## config.mk

```make
export PLATFORM = sky130hd
export DESIGN_NAME = isort_cell
export DESIGN_NICKNAME = d
export VERILOG_FILES = /design/src/sv/isort_pkg.sv /design/src/sv/isort_cell.sv
export SDC_FILE = /design/constraint.sdc
export NUM_CORES = 1
export LEC_CHECK = 0
export ABC_AREA = 1
export BUFFER_PORTS_ARGS = -buffer_cell sky130_fd_sc_hd__buf_2
export CAP_MARGIN = 40
export CORE_ASPECT_RATIO = 1.75
export CORE_MARGIN = 2
export CORE_UTILIZATION = 50
export CTS_BUF_LIST = sky130_fd_sc_hd__clkbuf_2 sky130_fd_sc_hd__clkbuf_4 sky130_fd_sc_hd__clkbuf_8
export CTS_CLUSTER_SIZE = 8
export DETAILED_ROUTE_END_ITERATION = 7
export HOLD_SLACK_MARGIN = 0.05
export PLACE_DENSITY = 0.89
export SETUP_SLACK_MARGIN = 0.5
export SLEW_MARGIN = 20
export SYNTH_ARGS = -nofsm -noshare
export SYNTH_HDL_FRONTEND = slang
export SYNTH_SLANG_ARGS = --single-unit
export TNS_END_PERCENT = 1
```

## constraint.sdc

```tcl
create_clock -name i_clk -period 3.93 [get_ports i_clk]
set_clock_uncertainty 0.2 [all_clocks]
set_input_delay 0.393 -clock i_clk [delete_from_list [all_inputs] [get_ports i_clk]]
set_output_delay 0.393 -clock i_clk [all_outputs]
set_load 0.03 [all_outputs]
```

## src/sv/isort_pkg.sv

```systemverilog
// Shared types and constants for the insertion sorter.
package isort_pkg;

    localparam int MAX_ITEMS = 64;
    localparam int VALUE_W   = 32;

    typedef struct packed {
        logic signed [VALUE_W-1:0] value;
        logic                      last;
    } t_in_word;

    typedef struct packed {
        logic signed [VALUE_W-1:0] sorted_value;
        logic                      final_res;
        logic                      overflow;
    } t_out_word;

    typedef struct packed {
        logic ins;    // insert the broadcast value into the chain
        logic shift;  // move every entry one place toward cell 0
    } t_cell_ctrl;

endpackage

```

## src/sv/isort_cell.sv

```systemverilog
// One cell of the sorting chain: holds one entry and trades it with its neighbors.
module isort_cell
    import isort_pkg::*;
(
    input  logic                      i_clk,
    input  logic                      i_rst_n,
    input  t_cell_ctrl                i_ctrl,
    input  logic signed [VALUE_W-1:0] i_ins_value,
    input  logic signed [VALUE_W-1:0] i_prev_value,
    input  logic                      i_prev_valid,
    input  logic                      i_prev_gt,
    input  logic signed [VALUE_W-1:0] i_next_value,
    input  logic                      i_next_valid,
    output logic signed [VALUE_W-1:0] o_value,
    output logic                      o_valid,
    output logic                      o_gt
);

    logic signed [VALUE_W-1:0] r_value;
    logic signed [VALUE_W-1:0] n_value;
    logic                      r_valid;
    logic                      n_valid;
    logic                      gt;

    // Strictly greater, so equal values keep arrival order.
    assign gt = r_valid && (r_value > i_ins_value);

    always_comb begin
        n_value = r_value;
        n_valid = r_valid;
        if (i_ctrl.ins) begin
            if (i_prev_gt) begin
                n_value = i_prev_value;
                n_valid = 1'b1;
            end else if (gt || (!r_valid && i_prev_valid)) begin
                n_value = i_ins_value;
                n_valid = 1'b1;
            end
        end else if (i_ctrl.shift) begin
            n_value = i_next_value;
            n_valid = i_next_valid;
        end
    end

    always_ff @(posedge i_clk) begin
        if (!i_rst_n) begin
            r_valid <= 1'b0;
        end else begin
            r_valid <= n_valid;
        end
    end

    always_ff @(posedge i_clk) begin
        r_value <= n_value;
    end

    assign o_value = r_value;
    assign o_valid = r_valid;
    assign o_gt    = gt;

endmodule

```

==> flow_summary.yaml <==
power_and_ir_drop:
  seqPwrFrac: 0.409
  power_density_nw_per_um2: 329
  p_comb_frac: 0.337
  clkPwrFrac: 0.254
  ir_drop_mv: 0.256
  power_leakage_nw: 1.83
  p_int_uw: 732
  power.switching_uw: 386
  swShare: 0.345
min_path:
  min_path_cells: 3
  hold_start: "i_rst_n"
  holdPathEnd: "o_valid$_SDFFE_PN0P_"
  hold_class: "in -> reg"
floorplan:
  die_x_um: 58.0
  ioPinCount: 137
  core_um2: 4930
  die_h_um: 98.5
  initial_core_util: 0.517
  rows: 34
  dieArea_um2: 5710
critical_path:
  timing.setup.critical_path_class: "reg -> reg"
  cp.arrival_ns: 2.67
  timing.rr.start: "o_value[23]$_DFFE_PP_"
  worstSetupStartpointType: "register"
  required_ns: 3.69
  r2r_end: "o_value[14]$_DFFE_PP_"
  reg2regPathDepth: 14
  cp-end-kind: "register"
  reg2reg_slack_ns: 1.02
  crit_path_max_fanout: 20
clocking:
  cts.repair.resized: 0
  cts_buffer_depth: 2
  cts_root_buffer: "clkbuf_8"
  path_clk_slew_ns: 0.07
  postCtsSetupRepairBufs: 0
  cts-htree-levels: 2
  cts_hold_buf: 0
  cts_buffers: 5
  clk_latency_ns: 0.29
  clkSinkCount: 33
  tritoncts: "yes"
drt:
  drt_iter0_markers: 81
  drtPass1Iterations: 4
  drc: 0
  wl_um: 7220
  wl_per_cell_um: 13.7
  vias_per_cell: 5.28
  vias: 2775
  antenna_left: 0
sta:
  hold_violations: 0
  slew_viol_final: 0
  fin_ws_ns: 1.02
  fmax_mhz: 344
  setup_viol: 0
  finalCritPeriodShare: 0.740
  max_slew_margin: 0.624
  fin_hold_ws_ns: 0.162
  rsz0062_at_grt: "false"
  tns_ns: 0
  fin_crit_ns: 2.91
  tightest_slew_ns: 0.564
synthesis:
  netlist_area_um2: 2550
  synthCells: 337
  ys_ff_latch: 33
  synth_cell_types: 23
  avgSynthCellArea_um2: 7.57
  synth_nets: 472
  seq_area_frac_synth: 0.385
  yosys_warnings: 0
global_route:
  antenna_found_initial: 0
  grt.total_usage: 0.266
  grt_pass1_vias: 2834
  grt_pass1_wl_um: 11800
  overflow: 0
  grt_max_degree: 35
finish:
  final_common_cell: "buf_2"
  fin_util: 0.689
  final_cell_mix: "136 x buf_2, 75 x nand2_1, 64 x o21ai_0, 43 x inv_1, 43 x nor2_1"
  nFillCells: 425
  area_delta_synth_final_pct: 33.2
  finalInstanceArea_um2: 3400
  final_nets: 606
  drive_gt1_frac: 0.337
  insertedDiodeCount: 0
run_status:
  status: "finished, final reports clean"
place:
  portBuffers: 136
  dp_slack_ns: 0.902
  dp_hpwl_um: 5850
  place_area_um2: 3300
  gp_congestion: 0.806
flow_run:
  cap_viol_max_count: 0
metrics by stage:
| step | std cells | power (mW) |
|---|---|---|
| after floorplan | 337 | 0.697 |
| after global placement | 517 | 0.821 |
| after detailed placement | 518 | 0.842 |
| after CTS | 526 | 1.12 |
| after global routing | 526 | 1.18 |
| final | 526 | 1.12 |
cell families (layout without fill, tap and decap cells):
group,Yosys count,count (layout),synth area share
fa+ha+maj,32,32,0.157
compound gates,82,82,0.166
simple gates,130,130,0.204
flops,33,33,0.385
buf+inv,60,195,0.0883
worst max path at each step:
| stage | from | depth (start not counted) | endpoint | slack [ns] |
|---|---|---|---|---|
| 4_1_cts | o_value[23]$_DFFE_PP_ | 14 | o_value[14]$_DFFE_PP_ | 1.0 |
| 3_5_place_dp | i_ins_value[23] | 16 | o_value[27]$_DFFE_PP_ | 0.90 |
| 6_report | o_value[23]$_DFFE_PP_ | 14 | o_value[14]$_DFFE_PP_ | 1.02 |
| 2_1_floorplan | o_value[31]$_DFFE_PP_ | 13 | o_value[0]$_DFFE_PP_ | 1.05 |
| 5_1_grt | o_value[31]$_DFFE_PP_ | 14 | o_value[12]$_DFFE_PP_ | 0.81 |
| 3_3_place_gp | i_ins_value[13] | 15 | o_value[26]$_DFFE_PP_ | 0.99 |
routing by layer:
metal	vias to the layer above	share of wire	global-route usage
met5	-	0	0
met4	0	0.020	0.0859
met3	14	0.061	0.0420
met2	111	0.59	0.523
met1	1271	0.33	0.271
li1	1379	-	-
power by group through the flow:
stage          Combinational [mW]  Sequential, mW  Clock, mW
2_1_floorplan               0.158           0.538          0
3_3_place_gp                0.359           0.462          0
3_5_place_dp                0.377           0.465          0
4_1_cts                     0.379           0.458      0.287
5_1_grt                     0.419           0.462      0.300
6_report                    0.377           0.457      0.284
synth_stat cells:
cell type	instances	area [µm²]
nand2_1	75	282
o21ai_0	64	320
inv_1	43	161
nor2_1	43	161
edfxtp_1	32	961
ha_1	32	400
a21oi_1	12	60.1
clkbuf_1	12	45.0
inv_2	3	11.3
nand3_1	3	15.0
a21oi_2	2	17.5
clkinv_1	2	7.51
nand2_2	2	12.5
nor2_2	2	12.5
o21ai_1	2	10.0
a21o_1	1	7.51
dfxtp_1	1	20.0
nand3b_1	1	7.51
nand4_1	1	6.26
nand4_2	1	12.5
nor3_1	1	5.00
o21a_2	1	8.76
or2_2	1	6.26
layout make-up:
type / instances / area [µm²] / share of cell area
Clock inverter: 1 / 5.00 / 0.00147
Timing Repair Buffer: 139 / 723 / 0.213
Clock buffer: 7 / 96.3 / 0.0284
Tap cell: 54 / 67.6 / 0.0199
Sequential cell: 33 / 981 / 0.289
Inverter: 48 / 180 / 0.0530
Multi-Input combinational cell: 244 / 1350 / 0.396
flip-flops by register name, indices dropped and copies added, names as in the netlist:
name / cells
o_valid: 1
o_value: 32
critical path, cell delays in order, from the launching register on:
cell	delay, ns
edfxtp_1	0.40
ha_1	0.31
nand2_1	0.07
nor2_1	0.19
nand4_2	0.12
nor2_2	0.13
nand2_1	0.08
nand2_1	0.06
nand2_1	0.04
nand2_1	0.06
nand2_1	0.06
nand2_1	0.07
nand2_2	0.06
inv_1	0.36
buf_4	0.38
(Power assumes the default switching activity.)
